## src/hw/rtl/phtc_pkg.sv

```systemverilog
// Shared types and constants for the proof-of-work hash target check.
// No dependencies; used by every module of the block.
package phtc_pkg;

  // Compact format fields
  localparam int unsigned CompactWidth = 32;
  localparam int unsigned LimitWidth   = 30;
  localparam int unsigned MantWidth    = 23;
  localparam int unsigned ExpWidth     = 8;
  localparam int unsigned WordWidth    = 64;
  localparam int unsigned SigWidth     = 3;   // word index within the hash, up to 8 words
  localparam int unsigned StatusWidth  = 2;
  localparam int unsigned OutDataWidth = 8;

  // Largest exponent that still fits a 288-bit target
  localparam logic [ExpWidth-1:0] MaxExp  = 8'd35;
  // Exponent at which the mantissa sits unshifted
  localparam logic [ExpWidth-1:0] BaseExp = 8'd3;

  // Configuration register indexes
  typedef enum logic {
    REG_TARGET = 1'b0,
    REG_LIMIT  = 1'b1
  } reg_idx_e;

  // Running comparison of hash against target
  typedef enum logic [1:0] {
    CMP_EQ = 2'd0,
    CMP_LT = 2'd1,
    CMP_GT = 2'd2
  } cmp_e;

  // Result codes
  typedef enum logic [StatusWidth-1:0] {
    STATUS_PASS    = 2'd0,
    STATUS_ABOVE   = 2'd1,
    STATUS_INVALID = 2'd2
  } status_e;

  // Configuration register contents
  typedef struct packed {
    logic [CompactWidth-1:0] target_compact;
    logic [LimitWidth-1:0]   limit_compact;
  } cfg_t;

  localparam logic [CompactWidth-1:0] TargetReset = 32'h1d00ffff;
  localparam logic [LimitWidth-1:0]   LimitReset  = 30'h1d00ffff;

endpackage

```

## src/hw/rtl/phtc_cfg_regs.sv

```systemverilog
// Configuration registers of the hash target check: target and limit compact values.
// Depends on phtc_pkg.
module phtc_cfg_regs (
  input  logic                              clk_i,
  input  logic                              rst_ni,
  input  logic                              cfg_we_i,
  input  logic                              cfg_addr_i,
  input  logic [phtc_pkg::CompactWidth-1:0] cfg_data_i,
  output phtc_pkg::cfg_t                    cfg_o
);

  phtc_pkg::cfg_t cfg_q;

  // Write-only registers, one index each
  always_ff @(posedge clk_i or negedge rst_ni) begin
    if (!rst_ni) begin
      cfg_q.target_compact <= phtc_pkg::TargetReset;
      cfg_q.limit_compact  <= phtc_pkg::LimitReset;
    end else if (cfg_we_i) begin
      case (phtc_pkg::reg_idx_e'(cfg_addr_i))
        phtc_pkg::REG_TARGET: cfg_q.target_compact <= cfg_data_i;
        phtc_pkg::REG_LIMIT:  cfg_q.limit_compact  <= cfg_data_i[phtc_pkg::LimitWidth-1:0];
        default: ;
      endcase
    end
  end

  assign cfg_o = cfg_q;

endmodule

```

## src/hw/rtl/phtc_tgt_word.sv

```systemverilog
// Decodes one 64-bit word of the 288-bit target from the compact target value.
// Depends on phtc_pkg.
module phtc_tgt_word (
  input  logic [phtc_pkg::CompactWidth-1:0] compact_i,
  input  logic [phtc_pkg::SigWidth-1:0]     sig_i,     // word index, 0 = least significant
  output logic [phtc_pkg::WordWidth-1:0]    word_o
);

  logic [phtc_pkg::ExpWidth-1:0]  exp_w;
  logic [phtc_pkg::MantWidth-1:0] mant;
  logic                           bad;
  logic signed [6:0]              db;    // byte shift of the mantissa relative to this word
  logic [1:0]                     neg_db;

  assign exp_w = compact_i[31:24];
  assign mant  = compact_i[phtc_pkg::MantWidth-1:0];
  assign bad   = (mant == '0) || compact_i[23] || (exp_w > phtc_pkg::MaxExp);

  // db = exp - 3 - 8 * sig, in bytes; exp is at most 35 where it matters
  assign db     = $signed({1'b0, exp_w[5:0]}) - 7'sd3 - $signed({1'b0, sig_i, 3'b000});
  assign neg_db = 2'(-db);

  always_comb begin
    word_o = '0;
    if (!bad) begin
      if (db >= 7'sd0 && db <= 7'sd7) begin
        word_o = 64'(mant) << {db[2:0], 3'b000};
      end else if (db >= -7'sd3 && db < 7'sd0) begin
        word_o = 64'(mant) >> {neg_db, 3'b000};
      end
    end
  end

endmodule

```

## src/hw/rtl/phtc_tgt_valid.sv

```systemverilog
// Validity of the target: both compact values well formed and target at most limit.
// Depends on phtc_pkg.
module phtc_tgt_valid (
  input  phtc_pkg::cfg_t cfg_i,
  output logic           valid_o
);

  localparam int unsigned AlignWidth = phtc_pkg::MantWidth + 16;

  typedef struct packed {
    logic                           ok;
    logic [5:0]                     ee;  // exponent, raised to 3 for small values
    logic [phtc_pkg::MantWidth-1:0] v;   // mantissa after right shift for small exponents
  } norm_t;

  // Small exponents shift the mantissa right and are then treated as exponent 3
  function automatic norm_t normalize(input logic [phtc_pkg::CompactWidth-1:0] c);
    norm_t                          r;
    logic [phtc_pkg::ExpWidth-1:0]  e;
    logic [phtc_pkg::MantWidth-1:0] m;
    logic [1:0]                     rs;
    e    = c[31:24];
    m    = c[phtc_pkg::MantWidth-1:0];
    rs   = 2'(phtc_pkg::BaseExp - e);
    r.ee = 6'(e);
    r.v  = m;
    if (e < phtc_pkg::BaseExp) begin
      r.v  = m >> {rs, 3'b000};
      r.ee = 6'(phtc_pkg::BaseExp);
    end
    r.ok = (m != '0) && !c[23] && (e <= phtc_pkg::MaxExp) && (r.v != '0);
    return r;
  endfunction

  norm_t                 tn, ln;
  logic [6:0]            et, el;
  logic [1:0]            dt, dl;
  logic [AlignWidth-1:0] at, al;
  logic                  le;

  assign tn = normalize(cfg_i.target_compact);
  assign ln = normalize({2'b00, cfg_i.limit_compact});
  assign et = {1'b0, tn.ee};
  assign el = {1'b0, ln.ee};
  assign dt = 2'(et - el);
  assign dl = 2'(el - et);
  assign at = AlignWidth'(tn.v) << {dt, 3'b000};
  assign al = AlignWidth'(ln.v) << {dl, 3'b000};

  // Three bytes of exponent outweigh any 23-bit mantissa; closer ones are aligned
  always_comb begin
    if (et > el + 7'd2) begin
      le = 1'b0;
    end else if (el > et + 7'd2) begin
      le = 1'b1;
    end else if (et >= el) begin
      le = at <= AlignWidth'(ln.v);
    end else begin
      le = AlignWidth'(tn.v) <= al;
    end
  end

  assign valid_o = tn.ok && ln.ok && le;

endmodule

```

## src/hw/rtl/pow_hash_target_check_unit.sv

```systemverilog
// Top level of the proof-of-work hash target check.
// Depends on phtc_pkg, phtc_cfg_regs, phtc_tgt_word and phtc_tgt_valid.
//
// Usage:
//  - Input stream s_axis: one 64-bit hash word per beat, most significant word first;
//    every HASH_WORDS beats form one hash. No tlast: the block counts words itself.
//  - Output stream m_axis: one status beat per hash (tdata[1:0]): 0 hash at or below
//    target, 1 hash above target, 2 target invalid.
//  - Config port: cfg_we_i with cfg_addr_i 0 writes the compact target, 1 the compact
//    limit (low 30 bits). Write only while no hash is in progress.
//  - Throughput: one word per cycle unless a final word stalls. Each word passes an
//    input register, is compared with the matching target word in the next cycle,
//    and the status of the last word then moves on into the output register.
//  - The output register is the only place a status waits; while it is full and
//    m_axis_tready_i is low, non-final words still stream through, and a final word
//    stalls in the input register, which then holds s_axis_tready_o low.
//  - Reset empties both registers, restarts the word count at the first word and
//    loads both compact registers with 0x1d00ffff.
module pow_hash_target_check_unit #(
  parameter int unsigned HASH_WORDS = 4
) (
  input  logic                              clk_i,
  input  logic                              rst_ni,
  // Input stream; tdata: hash_word[63:0]
  input  logic                              s_axis_tvalid_i,
  output logic                              s_axis_tready_o,
  input  logic [phtc_pkg::WordWidth-1:0]    s_axis_tdata_i,
  // Output stream; tdata: status[1:0], zeros above
  output logic                              m_axis_tvalid_o,
  input  logic                              m_axis_tready_i,
  output logic [phtc_pkg::OutDataWidth-1:0] m_axis_tdata_o,
  // Configuration write port
  input  logic                              cfg_we_i,
  input  logic                              cfg_addr_i,
  input  logic [phtc_pkg::CompactWidth-1:0] cfg_data_i
);

  localparam int unsigned CntWidth = (HASH_WORDS > 1) ? $clog2(HASH_WORDS) : 1;
  localparam logic [CntWidth-1:0] LastCnt = CntWidth'(HASH_WORDS - 1);
  localparam logic [phtc_pkg::SigWidth-1:0] TopSig = phtc_pkg::SigWidth'(HASH_WORDS - 1);

  phtc_pkg::cfg_t cfg;
  logic [phtc_pkg::WordWidth-1:0] tgt_word;
  logic tgt_ok;

  // Input register stage
  logic                              in_vld_q;
  logic [phtc_pkg::WordWidth-1:0]    in_word_q;
  logic [phtc_pkg::SigWidth-1:0]     in_sig_q;
  logic                              in_last_q;
  logic [CntWidth-1:0]               cnt_q;

  // Compare state and output register
  phtc_pkg::cmp_e    cmp_q, cmp_d;
  logic              out_vld_q;
  phtc_pkg::status_e status_q, status_d;

  logic s_take, advance;

  phtc_cfg_regs u_cfg_regs (
    .clk_i      (clk_i),
    .rst_ni     (rst_ni),
    .cfg_we_i   (cfg_we_i),
    .cfg_addr_i (cfg_addr_i),
    .cfg_data_i (cfg_data_i),
    .cfg_o      (cfg)
  );

  phtc_tgt_word u_tgt_word (
    .compact_i (cfg.target_compact),
    .sig_i     (in_sig_q),
    .word_o    (tgt_word)
  );

  phtc_tgt_valid u_tgt_valid (
    .cfg_i   (cfg),
    .valid_o (tgt_ok)
  );

  // A non-final word never needs the output register
  assign advance         = in_vld_q && (!in_last_q || !out_vld_q || m_axis_tready_i);
  assign s_axis_tready_o = !in_vld_q || advance;
  assign s_take          = s_axis_tvalid_i && s_axis_tready_o;

  // Word counter and input register
  always_ff @(posedge clk_i or negedge rst_ni) begin
    if (!rst_ni) begin
      in_vld_q <= 1'b0;
      cnt_q    <= '0;
    end else begin
      if (s_take) begin
        in_vld_q <= 1'b1;
        cnt_q    <= (cnt_q == LastCnt) ? '0 : cnt_q + 1'b1;
      end else if (advance) begin
        in_vld_q <= 1'b0;
      end
    end
  end

  always_ff @(posedge clk_i) begin
    if (s_take) begin
      in_word_q <= s_axis_tdata_i;
      in_sig_q  <= TopSig - phtc_pkg::SigWidth'(cnt_q);
      in_last_q <= (cnt_q == LastCnt);
    end
  end

  // First differing word decides the comparison
  always_comb begin
    cmp_d = cmp_q;
    if (cmp_q == phtc_pkg::CMP_EQ) begin
      if (in_word_q < tgt_word) begin
        cmp_d = phtc_pkg::CMP_LT;
      end else if (in_word_q > tgt_word) begin
        cmp_d = phtc_pkg::CMP_GT;
      end
    end
  end

  // Status of the finished hash
  always_comb begin
    if (!tgt_ok) begin
      status_d = phtc_pkg::STATUS_INVALID;
    end else if (cmp_d == phtc_pkg::CMP_GT) begin
      status_d = phtc_pkg::STATUS_ABOVE;
    end else begin
      status_d = phtc_pkg::STATUS_PASS;
    end
  end

  // Compare state and output register; a new status wins over a drained one
  always_ff @(posedge clk_i or negedge rst_ni) begin
    if (!rst_ni) begin
      cmp_q     <= phtc_pkg::CMP_EQ;
      out_vld_q <= 1'b0;
    end else begin
      if (advance && in_last_q) begin
        out_vld_q <= 1'b1;
      end else if (m_axis_tready_i) begin
        out_vld_q <= 1'b0;
      end
      if (advance) begin
        if (in_last_q) begin
          cmp_q <= phtc_pkg::CMP_EQ;
        end else begin
          cmp_q <= cmp_d;
        end
      end
    end
  end

  always_ff @(posedge clk_i) begin
    if (advance && in_last_q) begin
      status_q <= status_d;
    end
  end

  assign m_axis_tvalid_o = out_vld_q;
  assign m_axis_tdata_o  = {{(phtc_pkg::OutDataWidth - phtc_pkg::StatusWidth){1'b0}}, status_q};

endmodule

```

## config.mk

```make
export PLATFORM = sky130hd
export DESIGN_NAME = pow_hash_target_check_unit
export DESIGN_NICKNAME = d
export VERILOG_FILES = /design/src/hw/rtl/phtc_pkg.sv /design/src/hw/rtl/phtc_cfg_regs.sv /design/src/hw/rtl/phtc_tgt_word.sv /design/src/hw/rtl/phtc_tgt_valid.sv /design/src/hw/rtl/pow_hash_target_check_unit.sv
export SDC_FILE = /design/constraint.sdc
export NUM_CORES = 1
export LEC_CHECK = 0
export ABC_AREA = 1
export BUFFER_PORTS_ARGS = -buffer_cell sky130_fd_sc_hd__buf_2
export CORE_MARGIN = 5
export CORE_UTILIZATION = 61
export CTS_CLUSTER_SIZE = 16
export DETAILED_ROUTE_END_ITERATION = 8
export PLACE_DENSITY = 0.93
export SLEW_MARGIN = 15
export SYNTH_ARGS = -nofsm -noshare
export SYNTH_HDL_FRONTEND = slang
export SYNTH_SLANG_ARGS = --single-unit
export TNS_END_PERCENT = 10
```

## constraint.sdc

```tcl
create_clock -name clk_i -period 4.9 [get_ports clk_i]
set_input_delay 0.98 -clock clk_i [delete_from_list [all_inputs] [get_ports clk_i]]
set_output_delay 0.98 -clock clk_i [all_outputs]
set_load 0.01 [all_outputs]
```

=== Word level (Yosys, flattened, before mapping) ===
Cells that the tools add are included.
Widths: inputs -> output; s select.

* Register bits: 138
* Input port bits: 102

* Order comparisons: 16
* Shift-type cells: 6
* Reduce and logical (&&, ||, !) cells: 33
* $add $sub $neg: 11
* Multiplexer cells: 18
* Bitwise logic cells: 1
* Equality and inequality tests: 2

{| class="wikitable"
|+ Operators by type and width
! operator !! number
|-
| $mux 64 || 3
|-
| $reduce_bool 23->1 || 4
|-
| $shl 23x5->39 || 2
|-
| $gt 64x64->1 || 1
|-
| $lt 64x64->1 || 1
|-
| $shl 23x6->64 || 1
|-
| $shr 23x5->64 || 1
|-
| $mux 29 || 2
|-
| $shr 23x5->23 || 2
|-
| $le 23x39->1 || 1
|-
| $le 39x23->1 || 1
|-
| $logic_not 23->1 || 1
|-
| $add 6x2->7 const B || 2
|-
| $gt 6x7->1 || 2
|-
| $logic_and 1x1->1 || 13
|-
| $mux 2 || 5
|-
| $gt 8x6->1 const B || 1
|-
| $le 8x6->1 const B || 1
|-
| $lt 8x2->1 const B || 1
|-
| $mux 1 || 8
|-
| $ge 7x1->1 const B || 1
|-
| $ge 7x3->1 const B || 1
|-
| $le 7x4->1 const B || 1
|-
| $lt 7x1->1 const B || 1
|-
| 17 further kinds || 30
|}

=== Longest topological paths before layout ===
* Word-level depth: 13
* Depth in mapped cells: 32
* Mapped depth without buffers: 30

=== Hierarchy ===
A second synthesis with hierarchy kept.

* Cells, all modules: 1854
* Area total of the unflattened synthesis: 12584.6 µm²

{| class="wikitable"
|+ Modules (own cells, without submodules)
! module !! cells an instance !! area each (µm²) !! instances !! sequential area each (µm²)
|-
| pow_hash_target_check_unit || 396 || 4145.2 || 1 || 2222.1
|-
| phtc_tgt_valid || 744 || 3953.8 || 1 || 0.0
|-
| phtc_cfg_regs || 270 || 2486.1 || 1 || 1601.5
|-
| phtc_tgt_word || 444 || 1999.4 || 1 || 0.0
|}

=== Worst setup path before layout ===
No wires, ideal clock.

* Path type: register to register
* From: register u_cfg_regs.cfg_q, in the netlist u_cfg_regs.cfg_o[54]
* To: register status_q[1], data pin
* Path buffers: 6
* Slack: 0.850 ns
* Stages on the path, launching flop included: 27
* Data required time: 4.641 ns
* Period minus slack after synthesis: 4.050 ns
* Library setup time: 0.259 ns
* Arrival: 3.792 ns
* Cells stage by stage: dfstp_2 > buf_4 > buf_6 > buf_6 > clkbuf_1 > nor2_1 > ha_1 > inv_1 > fa_1 > clkbuf_1 > clkbuf_1 > nand2_1 > o21ai_0 > ha_1 > nand2_1 > inv_1 > o21ai_0 > a21oi_1 > or2_2 > nor2_1 > nand3_1 > nand2_1 > nand3_1 > nand2_1 > inv_1 > nand2_2 > nand2_2

* Cells in the longest elaborated chain, start to end: 9

{| class="wikitable"
|+ Ends and longest elaborated chain
! item !! RTL line !! source
|-
| from (decl) || phtc_cfg_regs.sv:12 || <nowiki>phtc_pkg::cfg_t cfg_q;</nowiki>
|-
| $lt 8x2->1 or $sub 2x2->2 (tied branches) || phtc_tgt_valid.sv:27, phtc_tgt_valid.sv:24 ||
|-
| $mux 29 or $shr 23x5->23 (tied branches) || phtc_tgt_valid.sv:27, phtc_tgt_valid.sv:28 ||
|-
| $sub 2x2->2, or another cell as far along || phtc_tgt_valid.sv:46 || <nowiki>assign dl = 2'(el - et);</nowiki>
|-
| $shl 23x5->39, on equally long branches || phtc_tgt_valid.sv:48, phtc_tgt_valid.sv:47 ||
|-
| $le 23x39->1 or $le 39x23->1 (tied branches) || phtc_tgt_valid.sv:59, phtc_tgt_valid.sv:57 ||
|-
| $mux 1 || phtc_tgt_valid.sv:56 || <nowiki>end else if (et >= el) begin</nowiki>
|-
| $mux 1 || phtc_tgt_valid.sv:54 || <nowiki>end else if (el > et + 7'd2) begin</nowiki>
|-
| $mux 1 || phtc_tgt_valid.sv:52 || <nowiki>if (et > el + 7'd2) begin</nowiki>
|-
| $logic_and 1x1->1 * || phtc_tgt_valid.sv:63 || <nowiki>assign valid_o = tn.ok && ln.ok && le;</nowiki>
|-
| to (signal assigned) || pow_hash_target_check_unit.sv:154 || <nowiki>status_q <= status_d;</nowiki>
|-
| to (decl) || pow_hash_target_check_unit.sv:56 || <nowiki>phtc_pkg::status_e status_q, status_d;</nowiki>
|}

Mark *: on every way between the ends. The rest lies on a longest branch, timed or not.
A chain may end at the register's enable or synchronous reset.

=== Worst setup path after layout ===
* From: register u_cfg_regs.cfg_q, in the netlist u_cfg_regs.cfg_o[58]
* To: register status_q[0], data pin

* Cells in the longest elaborated chain, start to end: 13

{| class="wikitable"
|+ Ends and longest elaborated chain
! item !! RTL line !! source
|-
| $sub 6x2->7 || phtc_tgt_word.sv:20 || <nowiki>assign db = $signed({1'b0, exp_w[5:0]}) - 7'sd3 - $signed({1'b0, sig_i, 3'b000});</nowiki>
|-
| $sub 7x7->7 || phtc_tgt_word.sv:20 ||
|-
| $ge 7x3->1 or $lt 7x1->1 (tied branches) || phtc_tgt_word.sv:28 || <nowiki>end else if (db >= -7'sd3 && db < 7'sd0) begin</nowiki>
|-
| $logic_and 1x1->1 || phtc_tgt_word.sv:28 ||
|-
| $mux 64 || phtc_tgt_word.sv:28 ||
|-
| $mux 64 || phtc_tgt_word.sv:26 || <nowiki>if (db >= 7'sd0 && db <= 7'sd7) begin</nowiki>
|-
| $mux 64 || phtc_tgt_word.sv:25 || <nowiki>if (!bad) begin</nowiki>
|-
| $gt 64x64->1 || pow_hash_target_check_unit.sv:114 || <nowiki>end else if (in_word_q > tgt_word) begin</nowiki>
|-
| $mux 2 || pow_hash_target_check_unit.sv:114 ||
|-
| $mux 2 || pow_hash_target_check_unit.sv:112 || <nowiki>if (in_word_q < tgt_word) begin</nowiki>
|-
| $mux 2 || pow_hash_target_check_unit.sv:111 || <nowiki>if (cmp_q == phtc_pkg::CMP_EQ) begin</nowiki>
|-
| $eq 2x2->1 || pow_hash_target_check_unit.sv:124 || <nowiki>end else if (cmp_d == phtc_pkg::CMP_GT) begin</nowiki>
|-
| $mux 1 || pow_hash_target_check_unit.sv:124 ||
|}

Several ways; a longest one is shown, not always the timed one.

==> summary.txt <==
status - completed
dpl cell area - 12300 sq um
first-pass GRT wire length - 57.2 mm
Max stage delay on crit path - 540 ps
WL/cell - 19.1 um
initial antenna violation count - 0
Hold Path Stages - 2
Crit path required time - 5090 ps
Die ar. - 22100 sq um
hold_buf cts - 0
H-Tree Level Count - 4
FP Rows - 50
worst-skew pair later-pin latency - 430 ps
critical path endpoint category - register
Synth Instances - 1588
clk slew on worst S/H paths - 70 ps
FF-to-FF path depth - 26
gpl congestion - 1.08
CTS tree - done
IO Pins - 112
Die X - 149 um
Clock Skew - 10.5 ps
hpwl dp - 28.3 mm
FF-to-FF Start - u_cfg_regs.cfg_o[58]
most frequent cells in the layout - nand2_1, inv_1, ha_1, o21ai_0, buf_2
via count - 11908
vias in the first global route - 11048
TritonCTS buffer count - 17
Slew headroom - 35.0%
Nets - 1899
Netlist cell types - 57
layout cells sized above 1 - 15.6%
Setup-failing EPs final - 0
CP dominant cell by count - nand2_1
Setup CP Type - reg2reg
crit path time final - 4650 ps
CP max-delay cell - dfstp_2
total grt overflow - 0
Yosys warnings - 0
Hold Startpoint - u_cfg_regs.cfg_o[6]
maximum vdd drop - 0.000391 V
dpl cells - 1899
post-route setup TNS - 0 ps
data arrival time of the critical path - 4840 ps
Clock Tree Buf Depth - 2
largest net degree at the start of global routing - 65
area delta synth->final - 10.2%
CP Max Fanout - 11
detailed-route DRC error count - 0
final count of pins violating max slew - 0
# port buffers - 105
Core Region - 18800 sq um
P per Cell Area - 393 nW/um^2
Post-synth EDFFs - 69
f_max - 0.215 GHz
Die H - 149 um
commonest non-fill, non-tap cell in the layout - nand2_1
initial DRC count - 1773
final core utilization - 68.6%
hold slack - 500 ps
DR pass1 iterations - 8
min-delay worst type - reg2reg
initial core utilization - 62.3%
R2R setup slack - 250 ps
Netlist Area Pre-Place - 11700 sq um
gr usage total - 32.8%
vias per cell - 6.16
clock root buffer - clkbuf_16
Syn Area/Cell - 7.39 sq um
Final Hold Violating Endpoints - 0
Routed Antenna Nets - 0
Worst setup SP type - register
Leak Pwr - 5.97 nW
Synth async-reset ratio - 49.6%
max-cap violations - 0
Synth Flop Type - edfxtp_1
post-route cell area - 12900 sq um
Sink Count - 137
RSZ-0062 raised after global routing - no
R2R Path End - status_q[0]
fin crit share - 94.8%
total wire length - 37.0 mm
worst-case hold path end point - u_cfg_regs.cfg_o[6]
Synth Register Bits - 137
Worst-Margin Slew - 973 ps
Seq/Total Area, Yosys - 32.6%
post-route insts no fill - 1933
cells by family after synthesis:
group,Yosys count,synth area share [%]
xor gates and xnor gates,10,0.747
and+or+nand+nor,771,29.0
buffers and inverters,239,9.11
AOI/OAI and AO/OA,292,13.7
adders and majority gates,138,14.8
other,1,0.0320
DFF,137,32.6
how the worst max path moves through the flow:
stage / startpoint / to / slack [ps] / depth (start not counted)
3_5_place_dp: u_cfg_regs.cfg_o[58] / status_q[0] / 440 / 26
6_report: u_cfg_regs.cfg_o[58] / status_q[0] / 250 / 26
5_1_grt: u_cfg_regs.cfg_o[58] / status_q[0] / 100 / 26
4_1_cts: u_cfg_regs.cfg_o[58] / status_q[0] / 340 / 26
2_1_floorplan: u_cfg_regs.cfg_o[54] / status_q[1] / 850 / 26
3_3_place_gp: u_cfg_regs.cfg_o[58] / status_q[0] / 590 / 21
synthesized netlist by cell type, types with 3 or more instances:
cell type	number	share of area (%)
nand2_1	464	15
inv_1	147	4.7
ha_1	137	15
o21ai_0	126	5.4
nand3_1	98	4.2
a21oi_1	95	4.1
nor2_1	92	2.9
edfxtp_1	69	18
dfstp_2	40	9.0
clkbuf_1	38	1.2
nand4_1	29	1.5
dfrtp_1	28	6.0
nand2_2	20	1.1
buf_2	16	0.68
nor3_1	16	0.68
nor4_1	15	0.80
a31oi_1	13	0.69
o22ai_1	12	0.64
buf_6	10	0.96
inv_2	10	0.32
o21ai_1	10	0.43
buf_4	8	0.51
nand3_2	7	0.60
o32ai_1	7	0.52
o211ai_1	6	0.38
o21a_1	6	0.38
xnor2_1	6	0.45
and2_1	4	0.21
and3_1	4	0.21
nand2_4	4	0.38
nor2_4	4	0.38
o31ai_1	4	0.26
or2_2	4	0.21
xor2_1	4	0.30
clkbuf_8	3	0.35
clkinv_1	3	0.096
nor2_2	3	0.16
power by group:
part | internal, W | switching (W) | leakage (nW)
Clock | 0.000786 | 0.000556 | 0.301
Combinational | 0.000735 | 0.00144 | 4.24
Sequential | 0.00138 | 0.000177 | 1.43
Total | 0.00290 | 0.00217 | 5.97
stage by stage:
step,setup WS (ps),total power [W]
final,253,0.00507
after CTS,338,0.00500
after global routing,102,0.00536
after global placement,591,0.00355
after floorplan,850,0.00307
after detailed placement,441,0.00364
metal layers:
layer  up-vias  part of all wire [%]  global-route usage, %
met4         0                   3.7                   11.9
met5         -                     0                      0
met1      5529                    40                   44.4
met3       134                    11                   7.80
met2       743                    46                   51.7
li1       5502                     -                      -
repair_timing:
action                                 CTS  global route
setup endpoints to repair                0             1
endpoints found under the hold margin    0             0
buffers inserted                         0             1
gates resized for setup                  0             7
critical path, delay by kind of cell (launching register included):
| kind | cells | cell delay, ps |
|---|---|---|
| buf+inv | 5 | 460 |
| simple gates | 12 | 1400 |
| xor+xnor | 1 | 170 |
| compound gates | 5 | 930 |
| flops | 1 | 540 |
| fa+ha+maj | 3 | 910 |
registers in the layout, summed over array words and instances, names as in the netlist:
name and count:
cmp_q 2, in_sig_q 2, in_last_q 1, cnt_q 2
status_q 2, in_word_q 64, m_axis_tvalid_o 1, u_cfg_regs.cfg_o 62
in_vld_q 1
layout make-up:
| type | count | area (sq um) |
|---|---|---|
| multi-input combinational | 1217 | 6880 |
| fill | 1527 | 5900 |
| sequential | 137 | 3820 |
| timing repair buffer | 126 | 683 |
| inverter | 160 | 606 |
| clock buffer | 21 | 492 |
| tap | 260 | 325 |
| clock inverter | 11 | 119 |
| antenna | 1 | 2.50 |
(Power assumes the default switching activity.)
